<file path="config.mk">
export PLATFORM = sky130hd
export DESIGN_NAME = hue_ramp_palette_hsl_to_rgb
export DESIGN_NICKNAME = d
export VERILOG_FILES = /design/src/design/hrp_pkg.sv /design/src/design/hue_ramp_palette_hsl_to_rgb.sv
export VERILOG_INCLUDE_DIRS = /design/src /design/src/design
export SDC_FILE = /design/constraint.sdc
export NUM_CORES = 2
export LEC_CHECK = 0
export CORE_MARGIN = 4
export CORE_UTILIZATION = 40
export DETAILED_ROUTE_END_ITERATION = 7
export DONT_BUFFER_PORTS = 1
export PLACE_DENSITY_LB_ADDON = 0.15
export SLEW_MARGIN = 20
export SYNTH_ARGS = -nofsm -noshare
export SYNTH_HDL_FRONTEND = slang
export SYNTH_SLANG_ARGS = --single-unit
</file>
<file path="constraint.sdc">
create_clock -name clk_i -period 21.5 [get_ports clk_i]
set_input_delay 2.15 -clock clk_i [delete_from_list [all_inputs] [get_ports clk_i]]
set_output_delay 2.15 -clock clk_i [all_outputs]
set_load 0.01 [all_outputs]
</file>
<file path="src/design/hue_ramp_palette_hsl_to_rgb_defines.svh">
// Assertion macros for the hue ramp palette block.
`ifndef HUE_RAMP_PALETTE_HSL_TO_RGB_DEFINES_SVH
`define HUE_RAMP_PALETTE_HSL_TO_RGB_DEFINES_SVH

// Same-cycle implication, checked outside reset.
`define HRP_ASSERT_NOW(lbl, ante, cons) \
  lbl: assert property (@(posedge clk_i) disable iff (!rst_ni) (ante) |-> (cons)) \
    else $error("hrp assertion failed");

// Next-cycle implication, checked outside reset.
`define HRP_ASSERT_NEXT(lbl, ante, cons) \
  lbl: assert property (@(posedge clk_i) disable iff (!rst_ni) (ante) |=> (cons)) \
    else $error("hrp assertion failed");

`endif

</file>
<file path="src/design/hrp_pkg.sv">
// Package with constants, types and helpers of the hue ramp palette block.
`default_nettype none
package hrp_pkg;

  localparam int unsigned IndexBitsDefault = 16;
  localparam int unsigned IdxW   = 16;
  localparam int unsigned ChanW  = 8;
  localparam int unsigned NumW   = 24;
  localparam int unsigned QuotW  = 8;
  localparam int unsigned LevelW = 26;
  localparam int unsigned ProdW  = 34;
  localparam int unsigned KW     = 10;
  localparam int unsigned FW     = 8;
  localparam int unsigned CfgIdxW  = 2;
  localparam int unsigned CfgDataW = 16;

  localparam logic [IdxW-1:0]  CountReset = 16'd256;
  localparam logic [ChanW-1:0] SatReset   = 8'd150;
  localparam logic [ChanW-1:0] LightReset = 8'd127;

  localparam logic [KW-1:0] KSixth     = 10'd128;
  localparam logic [KW-1:0] KThird     = 10'd256;
  localparam logic [KW-1:0] KHalf      = 10'd384;
  localparam logic [KW-1:0] KTwoThirds = 10'd512;
  localparam logic [KW:0]   KTurn      = 11'd768;

  typedef enum logic [CfgIdxW-1:0] {
    REG_COUNT = 2'd0,
    REG_SAT   = 2'd1,
    REG_LIGHT = 2'd2,
    REG_NONE  = 2'd3
  } reg_idx_e;

  typedef logic [FW-1:0] factor_t;

  // Ramp weight in 1/128 units for a position on the hue circle.
  function automatic factor_t seg_factor(input logic [KW-1:0] k);
    factor_t f;
    if (k < KSixth) begin
      f = k[FW-1:0];
    end else if (k < KHalf) begin
      f = 8'd128;
    end else if (k < KTwoThirds) begin
      f = FW'(KTwoThirds - k);
    end else begin
      f = '0;
    end
    return f;
  endfunction

endpackage
`default_nettype wire

</file>
<file path="src/design/hue_ramp_palette_hsl_to_rgb.sv">
// Top level of the hue ramp palette block: index to HSL hue to RGB, pipelined.
//
// Usage:
//   Slave stream s_axis_* carries one palette index per item in tdata.
//   Master stream m_axis_* returns one RGB item per index, in order.
//   Configuration (iteration count, saturation, lightness) is written through
//   cfg_we_i / cfg_idx_i / cfg_data_i while no item is in flight.
//   Pipeline: one input stage, eight quotient stages of the hue divider,
//   three color stages.
//   Throughput: one item per cycle while the receiver accepts results.
//   Indexes at or above the iteration count give black; zero saturation
//   gives grey at the lightness level.
//   Reset clears all valid bits and loads the register defaults
//   (count 256, saturation 150, lightness 127).
//   When the receiver stalls with a result waiting, the whole pipeline
//   holds and s_axis_tready drops; nothing is lost or repeated.
`default_nettype none
`include "hue_ramp_palette_hsl_to_rgb_defines.svh"
module hue_ramp_palette_hsl_to_rgb #(
  parameter int unsigned INDEX_BITS = hrp_pkg::IndexBitsDefault
) (
  input  wire logic                          clk_i,
  input  wire logic                          rst_ni,
  input  wire logic                          s_axis_tvalid,
  output logic                               s_axis_tready,
  input  wire logic [hrp_pkg::IdxW-1:0]      s_axis_tdata,  // [15:0] palette_index
  output logic                               m_axis_tvalid,
  input  wire logic                          m_axis_tready,
  output logic [3*hrp_pkg::ChanW-1:0]        m_axis_tdata,  // blue [23:16], green [15:8], red [7:0]
  input  wire logic                          cfg_we_i,
  input  wire logic [hrp_pkg::CfgIdxW-1:0]   cfg_idx_i,
  input  wire logic [hrp_pkg::CfgDataW-1:0]  cfg_data_i
);
  import hrp_pkg::*;

  localparam int unsigned MaskW = (INDEX_BITS < IdxW) ? INDEX_BITS : IdxW;
  localparam logic [IdxW-1:0] IdxMask = IdxW'((64'd1 << MaskW) - 64'd1);

  logic [IdxW-1:0]  count_q;
  logic [ChanW-1:0] sat_q, light_q;

  always_ff @(posedge clk_i or negedge rst_ni) begin
    if (!rst_ni) begin
      count_q <= CountReset;
      sat_q   <= SatReset;
      light_q <= LightReset;
    end else if (cfg_we_i) begin
      case (reg_idx_e'(cfg_idx_i))
        REG_COUNT: count_q <= cfg_data_i;
        REG_SAT:   sat_q   <= cfg_data_i[ChanW-1:0];
        REG_LIGHT: light_q <= cfg_data_i[ChanW-1:0];
        default: ;
      endcase
    end
  end

  // Levels, static while items are in flight.
  logic [LevelW-1:0] l_lvl, s_lvl, ls_lvl, hi_lvl, lo_lvl, d_lvl;
  logic [2*ChanW-1:0] ls_prod;
  always_comb begin
    ls_prod = light_q * sat_q;
    l_lvl   = {2'b0, light_q, 16'b0};
    s_lvl   = {2'b0, sat_q, 16'b0};
    ls_lvl  = {2'b0, ls_prod, 8'b0};
    hi_lvl  = light_q[ChanW-1] ? (l_lvl + s_lvl - ls_lvl) : (l_lvl + ls_lvl);
    lo_lvl  = {l_lvl[LevelW-2:0], 1'b0} - hi_lvl;
    d_lvl   = hi_lvl - lo_lvl;
  end

  logic [LevelW-1:0] lo_q, d_q;
  always_ff @(posedge clk_i) begin
    lo_q <= lo_lvl;
    d_q  <= d_lvl;
  end

  logic adv;
  assign adv = m_axis_tready | ~m_axis_tvalid;
  assign s_axis_tready = adv;

  // Input stage.
  logic [IdxW-1:0] idx_m;
  logic            v0_q, blk0_q;
  logic [NumW-1:0] num0_q;
  assign idx_m = s_axis_tdata & IdxMask;

  always_ff @(posedge clk_i or negedge rst_ni) begin
    if (!rst_ni) begin
      v0_q <= 1'b0;
    end else if (adv) begin
      v0_q <= s_axis_tvalid;
    end
  end
  always_ff @(posedge clk_i) begin
    if (adv) begin
      blk0_q <= (idx_m >= count_q);
      num0_q <= {idx_m, 8'b0} - NumW'(idx_m);
    end
  end

  // Hue divider: one quotient bit per stage.
  logic            dv_q   [QuotW+1];
  logic            dblk_q [QuotW+1];
  logic [NumW-1:0] rem_q [QuotW+1];
  logic [QuotW-1:0] quo_q [QuotW+1];

  assign dv_q[0]   = v0_q;
  assign dblk_q[0] = blk0_q;
  assign rem_q[0]  = num0_q;
  assign quo_q[0]  = '0;

  for (genvar j = 0; j < QuotW; j++) begin : g_div
    logic [NumW-1:0] sub;
    logic            ge;
    assign sub = NumW'(count_q) << (QuotW - 1 - j);
    assign ge  = rem_q[j] >= sub;

    always_ff @(posedge clk_i or negedge rst_ni) begin
      if (!rst_ni) begin
        dv_q[j+1] <= 1'b0;
      end else if (adv) begin
        dv_q[j+1] <= dv_q[j];
      end
    end
    always_ff @(posedge clk_i) begin
      if (adv) begin
        dblk_q[j+1] <= dblk_q[j];
        rem_q[j+1]  <= ge ? (rem_q[j] - sub) : rem_q[j];
        quo_q[j+1]  <= quo_q[j] | (QuotW'(ge) << (QuotW - 1 - j));
      end
    end
  end

  // Stage A: hue positions and ramp weights.
  logic [KW-1:0] kg, kb;
  logic [KW:0]   kr_raw;
  logic [KW-1:0] kr;
  assign kg     = {1'b0, quo_q[QuotW], 1'b0} + KW'(quo_q[QuotW]);
  assign kr_raw = {1'b0, kg} + {1'b0, KThird};
  assign kr     = (kr_raw > KTurn) ? KW'(kr_raw - KTurn) : kr_raw[KW-1:0];
  assign kb     = (kg >= KThird) ? (kg - KThird) : (kg + KTwoThirds);

  logic    va_q, blka_q, graya_q;
  factor_t fr_q, fg_q, fb_q;
  always_ff @(posedge clk_i or negedge rst_ni) begin
    if (!rst_ni) begin
      va_q <= 1'b0;
    end else if (adv) begin
      va_q <= dv_q[QuotW];
    end
  end
  always_ff @(posedge clk_i) begin
    if (adv) begin
      blka_q  <= dblk_q[QuotW];
      graya_q <= (sat_q == '0);
      fr_q    <= seg_factor(kr);
      fg_q    <= seg_factor(kg);
      fb_q    <= seg_factor(kb);
    end
  end

  // Stage B: ramp products.
  logic             vb_q, blkb_q, grayb_q;
  logic [ProdW-1:0] pr_q, pg_q, pb_q;
  always_ff @(posedge clk_i or negedge rst_ni) begin
    if (!rst_ni) begin
      vb_q <= 1'b0;
    end else if (adv) begin
      vb_q <= va_q;
    end
  end
  always_ff @(posedge clk_i) begin
    if (adv) begin
      blkb_q  <= blka_q;
      grayb_q <= graya_q;
      pr_q    <= ProdW'(d_q) * ProdW'(fr_q);
      pg_q    <= ProdW'(d_q) * ProdW'(fg_q);
      pb_q    <= ProdW'(d_q) * ProdW'(fb_q);
    end
  end

  // Stage C: levels to channels.
  logic [ProdW-1:0] vr, vg, vb;
  logic [ChanW-1:0] r_d, g_d, b_d;
  always_comb begin
    vr = ProdW'(lo_q) + (pr_q >> 7);
    vg = ProdW'(lo_q) + (pg_q >> 7);
    vb = ProdW'(lo_q) + (pb_q >> 7);
    if (blkb_q) begin
      r_d = '0;
      g_d = '0;
      b_d = '0;
    end else if (grayb_q) begin
      r_d = light_q;
      g_d = light_q;
      b_d = light_q;
    end else begin
      r_d = vr[23:16];
      g_d = vg[23:16];
      b_d = vb[23:16];
    end
  end

  logic                 out_v_q;
  logic [3*ChanW-1:0]   out_q;
  always_ff @(posedge clk_i or negedge rst_ni) begin
    if (!rst_ni) begin
      out_v_q <= 1'b0;
    end else if (adv) begin
      out_v_q <= vb_q;
    end
  end
  always_ff @(posedge clk_i) begin
    if (adv) begin
      out_q <= {b_d, g_d, r_d};
    end
  end

  assign m_axis_tvalid = out_v_q;
  assign m_axis_tdata  = out_q;

  `HRP_ASSERT_NEXT(a_stall_hold, !adv, $stable(v0_q) && $stable(va_q) && $stable(vb_q))
  `HRP_ASSERT_NEXT(a_black_out, adv && vb_q && blkb_q, m_axis_tdata == '0)
  `HRP_ASSERT_NEXT(a_gray_out, adv && vb_q && grayb_q && !blkb_q,
                   m_axis_tdata[7:0] == m_axis_tdata[15:8] &&
                   m_axis_tdata[15:8] == m_axis_tdata[23:16])

endmodule
`default_nettype wire
</file>
# ---- After elaboration in Yosys (flattened, before gate mapping)
# Cells that the tools add are included.
dict set report op_classes {
  bitwise 9
  add_sub_neg 24
  mul 4
  order_cmp 20
  n_reduce_logical 5
  muxes 22
  eq_ne 2
}
# operator n
set ops {}
lappend ops {{two-way mux 24 bit} 7}
lappend ops {{two-way mux 8 bit} 12}
lappend ops {{multiplier 26 x 8 -> 31 bit} 3}
lappend ops {{adder 24 bit} 3}
lappend ops {{adder 24 x 24 -> 25 bit} 2}
lappend ops {{less-than comparator 10 bit (second input constant)} 3}
lappend ops {{less-than comparator 10 x 8 -> 1 bit (second input constant)} 3}
lappend ops {{less-than comparator 10 x 9 -> 1 bit (second input constant)} 3}
lappend ops {{two-way mux 26 bit} 1}
lappend ops {{subtractor 25 x 24 -> 26 bit} 1}
lappend ops {{subtractor 25 x 26 -> 26 bit} 1}
lappend ops {{subtractor 26 bit} 1}
lappend ops {{greater-or-equal comparator 24 x 16 -> 1 bit} 1}
lappend ops {{greater-or-equal comparator 24 x 17 -> 1 bit} 1}
lappend ops {{greater-or-equal comparator 24 x 18 -> 1 bit} 1}
lappend ops {{greater-or-equal comparator 24 x 19 -> 1 bit} 1}
lappend ops {{greater-or-equal comparator 24 x 20 -> 1 bit} 1}
lappend ops {{greater-or-equal comparator 24 x 21 -> 1 bit} 1}
lappend ops {{greater-or-equal comparator 24 x 22 -> 1 bit} 1}
lappend ops {{greater-or-equal comparator 24 x 23 -> 1 bit} 1}
lappend ops {{subtractor 1 x 8 -> 8 bit (first input constant)} 3}
lappend ops {{subtractor 24 x 16 -> 24 bit} 1}
lappend ops {{subtractor 24 x 17 -> 24 bit} 1}
lappend ops {{subtractor 24 x 18 -> 24 bit} 1}
lappend ops {{29 further kinds} 32}
dict set report word_totals {
  output_inout_bits 26
  ff_bits 497
  in_bits 39
  elab_cells 139
}

# ---- Logic depth before layout (Yosys ltp)
dict set report logic_depth {
  ltp_word 8
  mapped_depth 40
  ltp_nobuf 39
}

# ---- Least setup slack after synthesis
# Ideal clock, no wire load.
dict set report synth_timing {
  kind {input -> output}
  from {input port m_axis_tready}
  to {output port s_axis_tready}
  t_arrival_ns 8.998
  t_required_ns 19.350
  path_slack_ns 10.352
  n_path_buf 1
  cell_stages 3
  path_cell_list {nor2b_1 -> clkbuf_1 -> inv_1}
}
dict set report synth_between {
  elab_chain_cells 1
}
# element line
set synth_lines {}
lappend synth_lines {{start, declared} hue_ramp_palette_hsl_to_rgb.sv:28} ;# input wire logic m_axis_tready,
lappend synth_lines {{OR 1 bit} hue_ramp_palette_hsl_to_rgb.sv:77} ;# assign adv = m_axis_tready | ~m_axis_tvalid;
lappend synth_lines {{end, declared} hue_ramp_palette_hsl_to_rgb.sv:25} ;# output logic s_axis_tready,
# No other way between the ends.

# ---- Final worst setup path
dict set report layout_timing {
  from {register light_q[0]}
  to {register d_q[25]}
}
dict set report layout_between {
  elab_chain_cells 5
}
# element line
set layout_lines {}
lappend layout_lines {{start, declared} hue_ramp_palette_hsl_to_rgb.sv:40} ;# logic [ChanW-1:0] sat_q, light_q;
lappend layout_lines {{start signal, assigned} hue_ramp_palette_hsl_to_rgb.sv:46} ;# light_q <= LightReset;
lappend layout_lines {{start signal, assigned} hue_ramp_palette_hsl_to_rgb.sv:51} ;# REG_LIGHT: light_q <= cfg_data_i[ChanW-1:0];
lappend layout_lines {{multiplier 8 x 8 -> 16 bit / adder 24 x 24 -> 25 bit (equally long branches)} {hue_ramp_palette_hsl_to_rgb.sv:61, hue_ramp_palette_hsl_to_rgb.sv:65}}
lappend layout_lines {{subtractor 25 x 24 -> 26 bit / adder 24 x 24 -> 25 bit (equally long branches)} hue_ramp_palette_hsl_to_rgb.sv:65} ;# hi_lvl = light_q[ChanW-1] ? (l_lvl + s_lvl - ls_lvl) : (l_lvl + ls_lvl);
lappend layout_lines {{two-way mux 26 bit} hue_ramp_palette_hsl_to_rgb.sv:65}
lappend layout_lines {{subtractor 25 x 26 -> 26 bit *} hue_ramp_palette_hsl_to_rgb.sv:66} ;# lo_lvl = {l_lvl[LevelW-2:0], 1'b0} - hi_lvl;
lappend layout_lines {{named net lo_lvl[21]} hue_ramp_palette_hsl_to_rgb.sv:58} ;# logic [LevelW-1:0] l_lvl, s_lvl, ls_lvl, hi_lvl, lo_lvl, d_lvl;
lappend layout_lines {{subtractor 26 bit *} hue_ramp_palette_hsl_to_rgb.sv:67} ;# d_lvl = hi_lvl - lo_lvl;
lappend layout_lines {{named net d_lvl[25]} hue_ramp_palette_hsl_to_rgb.sv:58}
lappend layout_lines {{end signal, assigned} hue_ramp_palette_hsl_to_rgb.sv:73} ;# d_q <= d_lvl;
lappend layout_lines {{end, declared} hue_ramp_palette_hsl_to_rgb.sv:70} ;# logic [LevelW-1:0] lo_q, d_q;
# Mark *: on every way through the listed nets, which the timed path passes. The rest lies on a longest branch.
# A chain may end at the register's enable or synchronous reset.

==> results.cfg <==
[min_path]
holdPathEnd = quo_q[15]$_DFFE_PP_
holdCritPathClass = register to register
whs_path_depth = 0
min_from = quo_q[23]$_DFFE_PP_

[timing]
worst_pin_slew_ns = 0.985
hold_viol_final = 0
fin_setup_tns_ns = 0
maxSlewHeadroom = 0.342
finalSetupViolCount = 0
fin_skew_ns = 0.0553
finalCritPeriodShare = 0.414
fmax_ghz = 0.112
fin_ws_ns = 12.61
fin_crit_ns = 8.89
rsz0062_at_grt = no
drv_slew = 0

[logic_synthesis]
synth_flop_cell = edfxtp_1
synthCells = 3930
synth_edf_count = 337
syn-cell-area_um2 = 38800
yosysUniqueCellTypes = 102
ys_seq_elements = 413
ys_seq_area_frac = 0.306
avgSynthCellArea_um2 = 9.88
yosysWarnings = 0
async_flop_share = 0.107

[global_route]
antenna_found_initial = 0
grt_use_total = 0.184
grt_max_degree = 77
grt_pass1_wl_mm = 151
grt-ovfl-total = 0
grt_pass1_vias = 27470

[route]
wl_per_cell_um = 17.9
viasPerCell = 5.15
final_antenna_net_count = 0
vias = 26922
drtIter0Drc = 1494
routed_wl_mm = 93.4
remaining_drc_errors = 0
firstDrtPassIters = 7

[clock_network]
clk_path_buf_depth = 3
cts_tree = yes
clock_latency_ns = 0.64
cts_made_buffers = 51
cts_resized = 0
htreeDepth = 2
clk_pin_slew_ns = 0.07
ctsHoldBuffers = 0
cts-root-buf = clkbuf_16
postCtsSetupBuffers = 0
cts.sinks = 413

[setup_path]
critPathLaunchType = register
r2r_slack_ns = 12.61
cpMaxStageDelayCell = dfstp_2
cpMostUsedCell = inv_1
criticalPathCategory = register to register
end_kind = register
reg2reg_to = d_q[25]$_DFF_P_
cp_slowest_stage_delay_ns = 0.77
r2r_start = light_q[0]$_DFFE_PN1P_
rr_worst_depth = 37
critPathRequiredTime_ns = 22.02
cp_max_fo = 16
crit_arrival_ns = 9.41

[cells_and_area]
fill_cells = 9306
multi_input_area_um2 = 24700
final_cell_area_um2 = 42100
regArea_um2 = 11900
syn2layout_area_growth_pct = 8.41
final_nets = 4656
drive_above_1_share = 0.0630

[floorplanning]
dieArea_um2 = 102000
start_util = 0.402
die_h_um = 320
die_x_um = 320
fp.coreArea_um2 = 96600
io_pins = 65
rows = 114

[placement]
place.gp.congestion = 0.816
port_buffers = 0
dp_hpwl_mm = 70.4
placed_cell_area_um2 = 40300
place_ws_ns = 12.66

[run]
cap_violations = 0

[run_status]
outcome = finished clean
cells by family after synthesis:
kind of cell,after synthesis,share of synthesized area
mux,75,0.0211
xor+xnor,250,0.0589
compound gates,692,0.114
simple gates,1195,0.151
flops,413,0.306
fa+ha+maj,709,0.291
buf+inv,595,0.0581
other cells,1,0.0000966
state kept, by name, indices dropped and copies added, names as in the netlist, 16 cells and up:
name          count
pr_q             16
quo_q            36
count_q          16
num0_q           24
d_q              16
pb_q             16
pg_q             16
rem_q           168
m_axis_tdata     24
lo_q             16
per-layer routing:
layer	wire length, µm	vias up	track usage
met2	46600	399	0.328
met4	2770	0	0.0537
met3	3160	120	0.0220
met1	40800	13139	0.235
li1	-	13264	-
met5	0	-	0
worst max-delay path by stage:
stage	slack [ns]	endpoint	start	depth (start not counted)
CTS	12.63	d_q[25]$_DFF_P_	light_q[0]$_DFFE_PN1P_	37
detailed placement	12.66	d_q[25]$_DFF_P_	light_q[0]$_DFFE_PN1P_	37
global placement	12.74	d_q[25]$_DFF_P_	light_q[0]$_DFFE_PN1P_	37
finish	12.61	d_q[25]$_DFF_P_	light_q[0]$_DFFE_PN1P_	37
global route	11.97	d_q[25]$_DFF_P_	light_q[0]$_DFFE_PN1P_	34
floorplan	10.35	s_axis_tready	m_axis_tready	3
cell usage in the layout (no fill, tap or decap), types with 26 or more instances in the layout:
cell,Yosys,final
xnor2_1,164,164
fa_1,322,322
a21o_1,75,75
and2_1,251,251
nand2_1,433,433
inv_1,475,474
o21ai_0,178,178
nor3_1,61,61
or3_1,28,28
ha_1,385,385
nand3_1,55,55
edfxtp_1,337,337
o21a_1,44,44
mux2_2,55,55
a21oi_1,176,175
buf_4,2,35
nor2_1,195,194
xor2_1,79,79
clkbuf_16,0,56
nor2b_1,39,39
dfxtp_1,32,32
dfrtp_1,32,32
nand2b_1,26,26
layout make-up:
class | count | area share
diodes | 1 | 0.0000594
clock buffers | 64 | 0.0347
clock inverters | 32 | 0.00847
inverters | 480 | 0.0430
multi-input cells | 2929 | 0.588
flip-flops and latches | 413 | 0.282
well taps | 1276 | 0.0379
repair buffers | 35 | 0.00624
through the flow:
step,util,instances,hold slack (ns)
3_5_place_dp,0.417,5133,0.405
3_3_place_gp,0.417,5133,0.401
4_1_cts,0.436,5229,0.401
6_report,0.436,5230,0.401
2_1_floorplan,-,3937,0.400
5_1_grt,0.436,5229,0.410
synth_stat cells, types with 28 or more instances:
| library cell | number | share of area |
|---|---|---|
| clkbuf_1 | 109 | 0.011 |
| nand3_1 | 55 | 0.0071 |
| dfrtp_1 | 32 | 0.021 |
| dfxtp_1 | 32 | 0.016 |
| and2_1 | 251 | 0.040 |
| a21o_1 | 75 | 0.014 |
| nor2b_1 | 39 | 0.0063 |
| nor2_1 | 195 | 0.019 |
| mux2_2 | 55 | 0.016 |
| nand2_1 | 433 | 0.042 |
| nor3_1 | 61 | 0.0079 |
| xor2_1 | 79 | 0.018 |
| o21ai_0 | 178 | 0.023 |
| or3_1 | 28 | 0.0045 |
| xnor2_1 | 164 | 0.037 |
| o21a_1 | 44 | 0.0085 |
| ha_1 | 385 | 0.12 |
| inv_1 | 475 | 0.046 |
| edfxtp_1 | 337 | 0.26 |
| a21oi_1 | 176 | 0.023 |
| fa_1 | 322 | 0.17 |
worst max-delay path, delay by kind of cell (launching register included):
family / cells / cell delay (ns)
and+or+nand+nor: 10 / 1.79
AOI/OAI and AO/OA: 9 / 1.67
xor gates and xnor gates: 2 / 0.32
DFF: 1 / 0.77
buffers and inverters: 7 / 0.37
adders and majority gates: 9 / 3.84
Power is left out: the tool's default activity adds up to more than one toggle a clock period on the data nets, which glitch-free logic cannot reach.
